$ cat config.mk
export PLATFORM = sky130hd
export DESIGN_NAME = masked_multi_pattern_byte_scanner_top_flat
export DESIGN_NICKNAME = d
export VERILOG_FILES = /design/src/sv/mmpbs_pkg.sv /design/src/sv/mmpbs_ifs.sv /design/src/sv/masked_multi_pattern_byte_scanner_top.sv /design/src/sv/mmpbs_regs.sv /design/src/sv/mmpbs_tap.sv /design/src/flat_wrapper.sv
export SDC_FILE = /design/constraint.sdc
export NUM_CORES = 1
export LEC_CHECK = 0
export BUFFER_PORTS_ARGS = -buffer_cell sky130_fd_sc_hd__buf_2
export CAP_MARGIN = 20
export CORE_UTILIZATION = 47
export CTS_CLUSTER_DIAMETER = 80
export DETAILED_ROUTE_END_ITERATION = 12
export PLACE_DENSITY_LB_ADDON = 0.25
export SKIP_CTS_REPAIR_TIMING = 1
export SLEW_MARGIN = 10
export SYNTH_ARGS = -nofsm -noshare
export SYNTH_HDL_FRONTEND = slang
export SYNTH_SLANG_ARGS = --single-unit
$ cat constraint.sdc
create_clock -name clk -period 7.4 [get_ports clk]
set_input_delay 1.48 -clock clk [delete_from_list [all_inputs] [get_ports clk]]
set_output_delay 1.48 -clock clk [all_outputs]
set_load 0.01 [all_outputs]
$ cat src/sv/mmpbs_pkg.sv
`default_nettype none
// ----------------------------------------------------------------------------
// mmpbs_pkg
// shared types and constants of the wildcard byte signature scanner
// ----------------------------------------------------------------------------
package mmpbs_pkg;

  // defaults of the top level parameters
  localparam int MAX_PATTERN_BYTES_DEF = 8;
  localparam int PATTERN_SLOTS_DEF     = 2;
  localparam int OFFSET_BITS_DEF       = 32;

  // slots and pattern bytes that have register bits
  localparam int CFG_SLOTS = 2;
  localparam int CFG_BYTES = 8;

  // configuration port
  localparam int PADDR_BITS   = 6;
  localparam int PDATA_BITS   = 64;
  localparam int REG_IDX_BITS = 3;

  localparam logic [REG_IDX_BITS-1:0] REG_REGION_BASE      = 3'd0;
  localparam logic [REG_IDX_BITS-1:0] REG_PATTERN_BYTES_A  = 3'd1;
  localparam logic [REG_IDX_BITS-1:0] REG_PATTERN_BYTES_B  = 3'd2;
  localparam logic [REG_IDX_BITS-1:0] REG_WILDCARD_BITS_A  = 3'd3;
  localparam logic [REG_IDX_BITS-1:0] REG_WILDCARD_BITS_B  = 3'd4;
  localparam logic [REG_IDX_BITS-1:0] REG_PATTERN_LENGTH_A = 3'd5;
  localparam logic [REG_IDX_BITS-1:0] REG_PATTERN_LENGTH_B = 3'd6;
  localparam logic [REG_IDX_BITS-1:0] REG_SLOT_ENABLE      = 3'd7;

  typedef struct packed {
    logic [63:0]                 region_base;
    logic [CFG_SLOTS-1:0][63:0]  pattern_bytes;
    logic [CFG_SLOTS-1:0][7:0]   wildcard_bits;
    logic [CFG_SLOTS-1:0][3:0]   pattern_length;
    logic [CFG_SLOTS-1:0]        slot_enable;
  } cfg_t;

  // window tap control
  typedef struct packed {
    logic shift;
    logic clear;
  } tap_ctrl_t;

endpackage
`default_nettype wire

$ cat src/sv/mmpbs_ifs.sv
`default_nettype none
// ----------------------------------------------------------------------------
// mmpbs_ifs
// valid/ready channels of the scanner: region bytes in, reports out
// ----------------------------------------------------------------------------
interface mmpbs_byte_if;
  logic       valid;
  logic       ready;
  logic [7:0] data_byte;
  logic       final_byte;

  modport source (output valid, output data_byte, output final_byte, input ready);
  modport sink   (input valid, input data_byte, input final_byte, output ready);
endinterface

interface mmpbs_result_if;
  logic        valid;
  logic        ready;
  logic [63:0] match_address;
  logic        pattern_slot;
  logic        is_match;
  logic        last_of_run;

  modport source (output valid, output match_address, output pattern_slot,
                  output is_match, output last_of_run, input ready);
  modport sink   (input valid, input match_address, input pattern_slot,
                  input is_match, input last_of_run, output ready);
endinterface
`default_nettype wire

$ cat src/sv/masked_multi_pattern_byte_scanner_top.sv
`default_nettype none
// ----------------------------------------------------------------------------
// masked_multi_pattern_byte_scanner_top
// wildcard byte signature scanner over a streamed byte region
// ----------------------------------------------------------------------------
// The block takes one region byte per request on the scan channel and keeps
// the last MAX_PATTERN_BYTES bytes in a row of window taps; each tap compares
// its byte against the pattern byte of its position for every slot, so a whole
// start position is judged at once. A non-final byte is accepted, then judged,
// then sends one report per match; reports leave through an output register,
// so a waiting report does not hold off the judge. On the final byte the window
// is shifted out one tap at a time: every remaining start position is judged
// and its reports are sent, and then the end marker (is_match 0, address one
// past the last byte) follows. Reports come in start order, slot order inside
// a position, with last_of_run on the last report of a byte. Registers are
// written over the apb port at 8*index and are to be written while the block is
// idle.
// ----------------------------------------------------------------------------
module masked_multi_pattern_byte_scanner_top
  import mmpbs_pkg::*;
#(
  parameter int MAX_PATTERN_BYTES = MAX_PATTERN_BYTES_DEF,
  parameter int PATTERN_SLOTS     = PATTERN_SLOTS_DEF,
  parameter int OFFSET_BITS       = OFFSET_BITS_DEF
) (
  input  logic                  clk,
  input  logic                  rst,
  input  logic                  psel,
  input  logic                  penable,
  input  logic                  pwrite,
  input  logic [PADDR_BITS-1:0] paddr,
  input  logic [PDATA_BITS-1:0] pwdata,
  output logic [PDATA_BITS-1:0] prdata,
  output logic                  pready,
  mmpbs_byte_if.sink            scan,
  mmpbs_result_if.source        report
);

  // count width holds MAX_PATTERN_BYTES itself
  localparam int LW = $clog2(MAX_PATTERN_BYTES + 1);
  // compare width for lengths against counts and positions
  localparam int CW = (LW > 4) ? LW : 4;
  localparam int SW = (PATTERN_SLOTS > 1) ? $clog2(PATTERN_SLOTS) : 1;

  typedef enum logic [1:0] {
    ST_IDLE,
    ST_JUDGE,
    ST_EMIT,
    ST_END
  } state_t;

  cfg_t   cfg;
  state_t state;

  // window row, tap 0 holds the oldest byte
  logic [7:0]                     tap_byte  [MAX_PATTERN_BYTES];
  logic [MAX_PATTERN_BYTES-1:0]   tap_valid;
  logic [PATTERN_SLOTS-1:0]       tap_hit   [MAX_PATTERN_BYTES];
  logic [PATTERN_SLOTS-1:0][7:0]  tap_want  [MAX_PATTERN_BYTES];
  logic [PATTERN_SLOTS-1:0]       tap_care  [MAX_PATTERN_BYTES];
  tap_ctrl_t                      tap_ctrl;

  logic [CW-1:0]                  lenc      [PATTERN_SLOTS];
  logic [PATTERN_SLOTS-1:0]       slot_live;
  logic [PATTERN_SLOTS-1:0]       all_hit;
  logic [PATTERN_SLOTS-1:0]       judge_mask;

  // scan state
  logic [LW-1:0]                  vcount;       // valid taps in the window
  logic [LW-1:0]                  vcount_drop;
  logic [LW-1:0]                  vcount_inc;
  logic [OFFSET_BITS-1:0]         offset;       // offset of the next byte
  logic [OFFSET_BITS-1:0]         judge_off;
  logic                           fin_run;      // current byte ends the region
  logic [PATTERN_SLOTS-1:0]       pend;
  logic [PATTERN_SLOTS-1:0]       rest;
  logic [SW-1:0]                  pick_idx;
  logic                           found;

  // handshake helpers
  logic                           accept;
  logic                           out_free;
  logic                           adv;
  logic                           flush_shift;

  // output register
  logic                           out_valid;
  logic [63:0]                    out_address;
  logic                           out_slot;
  logic                           out_is_match;
  logic                           out_last;

  mmpbs_regs u_regs (
    .clk     (clk),
    .rst     (rst),
    .psel    (psel),
    .penable (penable),
    .pwrite  (pwrite),
    .paddr   (paddr),
    .pwdata  (pwdata),
    .prdata  (prdata),
    .pready  (pready),
    .cfg     (cfg)
  );

  // per slot: clamped length and whether the slot can match at all
  for (genvar s = 0; s < PATTERN_SLOTS; s++) begin : g_slot
    if (s < CFG_SLOTS) begin : g_cfg
      logic [CW-1:0] len_w;
      logic [CW-1:0] lim;
      assign len_w        = CW'(cfg.pattern_length[s]);
      assign lim          = CW'(MAX_PATTERN_BYTES);
      assign lenc[s]      = (len_w > lim) ? lim : len_w;
      assign slot_live[s] = cfg.slot_enable[s] && (lenc[s] <= CW'(vcount));
    end else begin : g_none
      // slots without registers never match
      assign lenc[s]      = '0;
      assign slot_live[s] = 1'b0;
    end
  end

  // pattern byte and care bit for every tap position and slot
  for (genvar j = 0; j < MAX_PATTERN_BYTES; j++) begin : g_pat
    for (genvar s = 0; s < PATTERN_SLOTS; s++) begin : g_ps
      if (s < CFG_SLOTS && j < CFG_BYTES) begin : g_reg
        assign tap_want[j][s] = cfg.pattern_bytes[s][8*j +: 8];
        assign tap_care[j][s] = (CW'(j) < lenc[s]) && !cfg.wildcard_bits[s][j];
      end else if (s < CFG_SLOTS) begin : g_zero
        // bytes past the register compare against zero, no wildcard
        assign tap_want[j][s] = 8'h00;
        assign tap_care[j][s] = CW'(j) < lenc[s];
      end else begin : g_off
        assign tap_want[j][s] = 8'h00;
        assign tap_care[j][s] = 1'b0;
      end
    end
  end

  // the row of taps, new bytes enter at the top and move toward tap 0
  for (genvar j = 0; j < MAX_PATTERN_BYTES; j++) begin : g_tap
    logic [7:0] nb_byte;
    logic       nb_valid;
    if (j == MAX_PATTERN_BYTES - 1) begin : g_top
      assign nb_byte  = scan.data_byte;
      assign nb_valid = accept;
    end else begin : g_mid
      assign nb_byte  = tap_byte[j+1];
      assign nb_valid = tap_valid[j+1];
    end

    mmpbs_tap #(
      .SLOTS (PATTERN_SLOTS)
    ) u_tap (
      .clk      (clk),
      .rst      (rst),
      .ctrl     (tap_ctrl),
      .byte_in  (nb_byte),
      .valid_in (nb_valid),
      .want     (tap_want[j]),
      .care     (tap_care[j]),
      .byte_q   (tap_byte[j]),
      .valid_q  (tap_valid[j]),
      .hit      (tap_hit[j])
    );
  end

  // judge the start at tap 0, only when that tap holds a region byte
  always_comb begin
    all_hit = '1;
    for (int j = 0; j < MAX_PATTERN_BYTES; j++) begin
      all_hit = all_hit & tap_hit[j];
    end
    judge_mask = all_hit & slot_live & {PATTERN_SLOTS{tap_valid[0]}};
  end

  // lowest pending slot goes out first
  always_comb begin
    pick_idx = '0;
    found    = 1'b0;
    for (int s = 0; s < PATTERN_SLOTS; s++) begin
      if (pend[s] && !found) begin
        pick_idx = SW'(s);
        found    = 1'b1;
      end
    end
    rest = pend & (pend - PATTERN_SLOTS'(1));
  end

  assign vcount_inc  = (vcount == LW'(MAX_PATTERN_BYTES)) ? vcount : vcount + LW'(1);
  assign vcount_drop = vcount - LW'(tap_valid[0]);

  assign out_free    = !out_valid || report.ready;
  assign scan.ready  = (state == ST_IDLE);
  assign accept      = scan.valid && scan.ready;

  // done with the position at tap 0
  assign adv = ((state == ST_JUDGE) && (judge_mask == '0)) ||
               ((state == ST_EMIT) && out_free && (rest == '0));
  // flush: move the next start position into tap 0
  assign flush_shift = adv && fin_run;

  assign tap_ctrl.shift = accept || flush_shift;
  assign tap_ctrl.clear = (state == ST_END) && out_free;

  always_ff @(posedge clk) begin
    if (rst) begin
      state     <= ST_IDLE;
      out_valid <= 1'b0;
      vcount    <= '0;
      offset    <= '0;
      fin_run   <= 1'b0;
      pend      <= '0;
    end else begin
      // a report taken this cycle empties the register unless a new one loads
      if (out_valid && report.ready && (state != ST_EMIT) && (state != ST_END)) begin
        out_valid <= 1'b0;
      end
      unique case (state)
        ST_IDLE: begin
          if (accept) begin
            vcount  <= vcount_inc;
            offset  <= offset + OFFSET_BITS'(1);
            fin_run <= scan.final_byte;
            state   <= ST_JUDGE;
          end
        end
        ST_JUDGE: begin
          pend      <= judge_mask;
          judge_off <= offset - OFFSET_BITS'(vcount);
          if (judge_mask != '0) begin
            state <= ST_EMIT;
          end else if (!fin_run) begin
            state <= ST_IDLE;
          end else begin
            vcount <= vcount_drop;
            state  <= (vcount_drop == '0) ? ST_END : ST_JUDGE;
          end
        end
        ST_EMIT: begin
          if (out_free) begin
            out_valid    <= 1'b1;
            out_address  <= cfg.region_base + 64'(judge_off);
            out_slot     <= pick_idx[0];
            out_is_match <= 1'b1;
            out_last     <= !fin_run && (rest == '0);
            pend         <= rest;
            if (rest == '0) begin
              if (!fin_run) begin
                state <= ST_IDLE;
              end else begin
                vcount <= vcount_drop;
                state  <= (vcount_drop == '0) ? ST_END : ST_JUDGE;
              end
            end
          end
        end
        ST_END: begin
          // end marker points one past the last byte, then a new region starts
          if (out_free) begin
            out_valid    <= 1'b1;
            out_address  <= cfg.region_base + 64'(offset);
            out_slot     <= 1'b0;
            out_is_match <= 1'b0;
            out_last     <= 1'b1;
            offset       <= '0;
            fin_run      <= 1'b0;
            state        <= ST_IDLE;
          end
        end
        default: state <= ST_IDLE;
      endcase
    end
  end

  assign report.valid         = out_valid;
  assign report.match_address = out_address;
  assign report.pattern_slot  = out_slot;
  assign report.is_match      = out_is_match;
  assign report.last_of_run   = out_last;

`ifndef SYNTHESIS
  // an accepted byte is judged in the next cycle
  a_accept_judge: assert property (@(posedge clk) disable iff (rst)
    accept |=> state == ST_JUDGE)
    else $error("accepted byte not judged next");

  // the valid count follows the valid taps of the window
  a_vcount_taps: assert property (@(posedge clk) disable iff (rst)
    $countones(tap_valid) == int'(vcount))
    else $error("valid count out of step with window taps");

  // no report is left pending when a new byte may come in
  a_idle_clean: assert property (@(posedge clk) disable iff (rst)
    state == ST_IDLE |-> pend == '0)
    else $error("pending reports while idle");

  // the end marker restarts the region
  a_end_restart: assert property (@(posedge clk) disable iff (rst)
    (state == ST_END) && out_free |=> (offset == '0) && (vcount == '0) && !fin_run)
    else $error("region state not cleared after end marker");
`endif

endmodule
`default_nettype wire

$ cat src/sv/mmpbs_regs.sv
`default_nettype none
// ----------------------------------------------------------------------------
// mmpbs_regs
// apb register file holding base address, patterns, wildcards, lengths and enables
// ----------------------------------------------------------------------------
module mmpbs_regs
  import mmpbs_pkg::*;
(
  input  logic                  clk,
  input  logic                  rst,
  input  logic                  psel,
  input  logic                  penable,
  input  logic                  pwrite,
  input  logic [PADDR_BITS-1:0] paddr,
  input  logic [PDATA_BITS-1:0] pwdata,
  output logic [PDATA_BITS-1:0] prdata,
  output logic                  pready,
  output cfg_t                  cfg
);

  logic                    wr;
  logic [REG_IDX_BITS-1:0] idx;

  assign pready = 1'b1;
  assign wr     = psel && penable && pwrite;
  assign idx    = paddr[PADDR_BITS-1:PADDR_BITS-REG_IDX_BITS];

  always_ff @(posedge clk) begin
    if (rst) begin
      cfg <= '0;
    end else if (wr) begin
      unique case (idx)
        REG_REGION_BASE:      cfg.region_base       <= pwdata;
        REG_PATTERN_BYTES_A:  cfg.pattern_bytes[0]  <= pwdata;
        REG_PATTERN_BYTES_B:  cfg.pattern_bytes[1]  <= pwdata;
        REG_WILDCARD_BITS_A:  cfg.wildcard_bits[0]  <= pwdata[7:0];
        REG_WILDCARD_BITS_B:  cfg.wildcard_bits[1]  <= pwdata[7:0];
        REG_PATTERN_LENGTH_A: cfg.pattern_length[0] <= pwdata[3:0];
        REG_PATTERN_LENGTH_B: cfg.pattern_length[1] <= pwdata[3:0];
        REG_SLOT_ENABLE:      cfg.slot_enable       <= pwdata[CFG_SLOTS-1:0];
        default: ;
      endcase
    end
  end

  always_comb begin
    unique case (idx)
      REG_REGION_BASE:      prdata = cfg.region_base;
      REG_PATTERN_BYTES_A:  prdata = cfg.pattern_bytes[0];
      REG_PATTERN_BYTES_B:  prdata = cfg.pattern_bytes[1];
      REG_WILDCARD_BITS_A:  prdata = PDATA_BITS'(cfg.wildcard_bits[0]);
      REG_WILDCARD_BITS_B:  prdata = PDATA_BITS'(cfg.wildcard_bits[1]);
      REG_PATTERN_LENGTH_A: prdata = PDATA_BITS'(cfg.pattern_length[0]);
      REG_PATTERN_LENGTH_B: prdata = PDATA_BITS'(cfg.pattern_length[1]);
      REG_SLOT_ENABLE:      prdata = PDATA_BITS'(cfg.slot_enable);
      default:              prdata = '0;
    endcase
  end

endmodule
`default_nettype wire

$ cat src/sv/mmpbs_tap.sv
`default_nettype none
// ----------------------------------------------------------------------------
// mmpbs_tap
// one window position: holds a byte, passes it down, compares per slot
// ----------------------------------------------------------------------------
module mmpbs_tap
  import mmpbs_pkg::*;
#(
  parameter int SLOTS = PATTERN_SLOTS_DEF
) (
  input  logic                  clk,
  input  logic                  rst,
  input  tap_ctrl_t             ctrl,
  input  logic [7:0]            byte_in,
  input  logic                  valid_in,
  input  logic [SLOTS-1:0][7:0] want,
  input  logic [SLOTS-1:0]      care,
  output logic [7:0]            byte_q,
  output logic                  valid_q,
  output logic [SLOTS-1:0]      hit
);

  always_ff @(posedge clk) begin
    if (rst) begin
      valid_q <= 1'b0;
    end else if (ctrl.clear) begin
      valid_q <= 1'b0;
    end else if (ctrl.shift) begin
      valid_q <= valid_in;
    end
  end

  always_ff @(posedge clk) begin
    if (ctrl.shift) begin
      byte_q <= byte_in;
    end
  end

  // a position that does not care always passes
  always_comb begin
    for (int s = 0; s < SLOTS; s++) begin
      hit[s] = !care[s] || (byte_q == want[s]);
    end
  end

endmodule
`default_nettype wire
$ cat src/flat_wrapper.sv
// flat-port wrapper written by rule: the top's interface ports become plain ports
module masked_multi_pattern_byte_scanner_top_flat import mmpbs_pkg::*;
#(
  parameter int MAX_PATTERN_BYTES = MAX_PATTERN_BYTES_DEF,
  parameter int PATTERN_SLOTS     = PATTERN_SLOTS_DEF,
  parameter int OFFSET_BITS       = OFFSET_BITS_DEF
)
  (clk, rst, psel, penable, pwrite, paddr, pwdata, prdata, pready, scan_valid, scan_data_byte, scan_final_byte, scan_ready, report_valid, report_match_address, report_pattern_slot, report_is_match, report_last_of_run, report_ready);
  mmpbs_byte_if scan_i ();
  mmpbs_result_if report_i ();
  input  logic clk;
  input  logic rst;
  input  logic psel;
  input  logic penable;
  input  logic pwrite;
  input  logic [PADDR_BITS-1:0] paddr;
  input  logic [PDATA_BITS-1:0] pwdata;
  output logic [PDATA_BITS-1:0] prdata;
  output logic pready;
  input wire logic [$bits(scan_i.valid)-1:0] scan_valid;
  input wire logic [$bits(scan_i.data_byte)-1:0] scan_data_byte;
  input wire logic [$bits(scan_i.final_byte)-1:0] scan_final_byte;
  output wire logic [$bits(scan_i.ready)-1:0] scan_ready;
  output wire logic [$bits(report_i.valid)-1:0] report_valid;
  output wire logic [$bits(report_i.match_address)-1:0] report_match_address;
  output wire logic [$bits(report_i.pattern_slot)-1:0] report_pattern_slot;
  output wire logic [$bits(report_i.is_match)-1:0] report_is_match;
  output wire logic [$bits(report_i.last_of_run)-1:0] report_last_of_run;
  input wire logic [$bits(report_i.ready)-1:0] report_ready;
  assign scan_i.valid = scan_valid;
  assign scan_i.data_byte = scan_data_byte;
  assign scan_i.final_byte = scan_final_byte;
  assign scan_ready = scan_i.ready;
  assign report_valid = report_i.valid;
  assign report_match_address = report_i.match_address;
  assign report_pattern_slot = report_i.pattern_slot;
  assign report_is_match = report_i.is_match;
  assign report_last_of_run = report_i.last_of_run;
  assign report_i.ready = report_ready;
  masked_multi_pattern_byte_scanner_top #(.MAX_PATTERN_BYTES(MAX_PATTERN_BYTES), .PATTERN_SLOTS(PATTERN_SLOTS), .OFFSET_BITS(OFFSET_BITS)) u_core (.clk(clk), .rst(rst), .psel(psel), .penable(penable), .pwrite(pwrite), .paddr(paddr), .pwdata(pwdata), .prdata(prdata), .pready(pready), .scan(scan_i), .report(report_i));
endmodule
==> reports/qor.txt <==
status -> finished, final reports clean
Synth Area in Adders -> 3.23%
R2R Path Start -> u_core.state[0]$_SDFFE_PP0P_
clock buffer count from CTS -> 47
top cells by count, synth -> 475 x nand2_1, 317 x a21oi_1, 268 x dfxtp_1
largest area contributor in the netlist -> dfxtp_1
crit path to -> prdata[12]
most numerous cell in the Yosys netlist -> nand2_1
Leakage -> 9.44 nW
cell area after synthesis -> 0.0217 mm2
layout cells sized above 1 -> 14.3%
Yosys top cell area share -> 24.7%
ranking of synthesized cells by area -> dfxtp_1 25%, edfxtp_1 23%, nand2_1 8.2%
worst slew pin tran -> 1.18 ns
fraction of registers with async set/reset -> 0%
Period Utilization, post-route -> 70.3%
port bufs -> 215
Power Density -> 233 mW/mm2
CP Capture Type -> primary output
routed via count -> 18143
skew final -> 0.0207 ns
grt ovf -> 0
Max-Cap Viols -> 0
startpoint types -> primary input
initial DRC count -> 1653
area of the core -> 0.0455 mm2
CP Launch Point -> paddr[3]
Avg WL per Cell -> 19.8 um
largest family of logic cells by synthesized area -> simple AND/OR/NAND/NOR gates
Worst EP arrival -> 3.72 ns
Area growth syn-to-layout -> 14.1%
die extent in y -> 217 um
worst skew pair latency -> 0.58 ns
Rel. slew slack -> 21.1%
Yosys reg bits -> 431
post-synthesis xor/xnor area fraction -> 9.79%
f_max -> 192 MHz
classification of the worst setup path -> in2out
routability cong. -> 0.950
worst ir drop on vdd -> 0.000180 V
via density per instance -> 5.67
Post-Route WL -> 63300 um
unrepaired setup endpoints after global routing -> no
Synth Area in Compound Gates -> 11.9%
Finish-stage setup viols -> 0
CTS tree -> done
Final nets -> 2701
setup tns final -> 0 ns
vias in the first global route -> 17559
syn_area_per_cell -> 9.02 um2
initial antenna violation count -> 0
row count -> 78
HP Class -> reg2reg
Post-synth EDFFs -> 163
first-pass GRT wire length -> 97800 um
Setup WS post-layout -> 2.20 ns
Die X -> 217 um
gr usage total -> 26.5%
Worst-path clk slew -> 0.06 ns
CP max FO -> 36
Sink Count -> 431
final antenna-violating net count -> 0
Post-Place Setup Slack -> 2.24 ns
synthesized instance count -> 2409
H-tree Lvls -> 2
end of the worst register-to-register path -> u_core.report.match_address[58]$_DFFE_PP_
First-pass DRT Iterations -> 6
max-slew violation count -> 0
final HPWL from detailed placement -> 44600 um
number of diodes -> 0
Main synth FF type -> dfxtp_1
IO Pins -> 220
Synth cell types -> 72
Worst Path Required -> 5.92 ns
Syn. warnings -> 0
minimum clock period -> 5.20 ns
worst reg2reg setup slack -> 2.54 ns
largest net degree at the start of global routing -> 97
sequential-to-total area share from yosys stat -> 47.2%
DRC Markers -> 0
die area -> 0.0471 mm2
syn_nets -> 2550
reg2reg path depth -> 13
Clock Root Buffer -> clkbuf_16
Hold Fails Final Rpt -> 0
CTS max path bufs -> 3
initial core utilization -> 47.8%
simple-gate share of the synthesized area -> 18.6%
mux contribution to synthesized area -> 6.27%
metrics by stage:
stage	cell area, um2	hold WS (ns)	power, W	instances	utilization, %
floorplan	21700	0.432	0.00328	2409	-
global placement	23200	0.451	0.00346	3109	51.1
detailed placement	23200	0.459	0.00349	3110	51.1
CTS	24800	0.466	0.00581	3197	54.5
global route	24800	0.501	0.00598	3198	54.5
finish	24800	0.462	0.00578	3198	54.5
worst min path at each step:
stage                                                     startpoint                                         end  depth (start not counted)
after CTS                 u_core.g_tap[7].u_tap.valid_q$_SDFFE_PP0P_  u_core.g_tap[6].u_tap.valid_q$_SDFFE_PP0P_                          2
after floorplan           u_core.g_tap[7].u_tap.valid_q$_SDFFE_PP0P_  u_core.g_tap[6].u_tap.valid_q$_SDFFE_PP0P_                          2
after detailed placement  u_core.g_tap[7].u_tap.valid_q$_SDFFE_PP0P_  u_core.g_tap[6].u_tap.valid_q$_SDFFE_PP0P_                          2
after global routing      u_core.g_tap[7].u_tap.valid_q$_SDFFE_PP0P_  u_core.g_tap[6].u_tap.valid_q$_SDFFE_PP0P_                          2
after global placement    u_core.g_tap[7].u_tap.valid_q$_SDFFE_PP0P_  u_core.g_tap[6].u_tap.valid_q$_SDFFE_PP0P_                          2
final                     u_core.g_tap[7].u_tap.valid_q$_SDFFE_PP0P_  u_core.g_tap[6].u_tap.valid_q$_SDFFE_PP0P_                          2
power by group:
group          internal [W]  leakage [nW]  switching (W)
sequential          0.00263          3.69       0.000108
combinational      0.000288          5.00       0.000423
clock               0.00138         0.750       0.000956
cell families (layout without fill, tap and decap cells):
| kind of cell | Yosys count | count (layout) |
|---|---|---|
| compound gates | 462 | 462 |
| xor+xnor | 243 | 243 |
| fa+ha+maj | 55 | 55 |
| buf+inv | 167 | 356 |
| flops | 431 | 431 |
| mux | 128 | 128 |
| other cells | 1 | 1 |
| simple gates | 922 | 922 |
final cells by class:
cell class	count	area, um2
multi-input cells	1811	10900
clock buffers	75	1410
inverters	35	131
fillers	4068	20700
clock inverters	12	135
flip-flops and latches	431	10300
repair buffers	234	1240
well taps	600	751
critical path, stage by stage:
cell	delay, ns
buf_4	0.29
nor2b_4	0.73
buf_4	0.54
a21oi_1	0.14
nor2_1	0.28
buf_2	0.21
placed cells by master (no fill, tap or decap), types with 18 or more instances in the layout:
master	n
nand3_1	33
edfxtp_1	163
dfxtp_1	268
mux2_2	35
ha_1	53
clkbuf_16	49
nand4_1	36
nand2b_1	20
o21ai_0	48
buf_2	213
xor2_1	108
buf_4	18
xnor2_1	135
a21oi_1	317
mux2i_1	90
nor4_1	19
nand2_1	472
a21o_1	18
nor3_1	24
inv_1	34
nor2_1	229
routing by layer:
layer	track usage, %	part of all wire (%)	vias up
met3	2.98	6.9	126
met2	43.1	47	742
met5	0	0	-
li1	-	-	8628
met1	35.7	43	8647
met4	11.1	3.5	0
registers in the layout (all words and copies together), names as in the netlist, 2 cells and up:
signal                       flops
u_core.report.match_address     64
u_core.vcount                    4
u_core.offset                   32
u_core.u_regs.cfg              218
u_core.g_tap.u_tap.valid_q       8
u_core.pend                      2
u_core.state                     2
u_core.g_tap.u_tap.byte_q       64
u_core.judge_off                32
(Power assumes the default switching activity.)
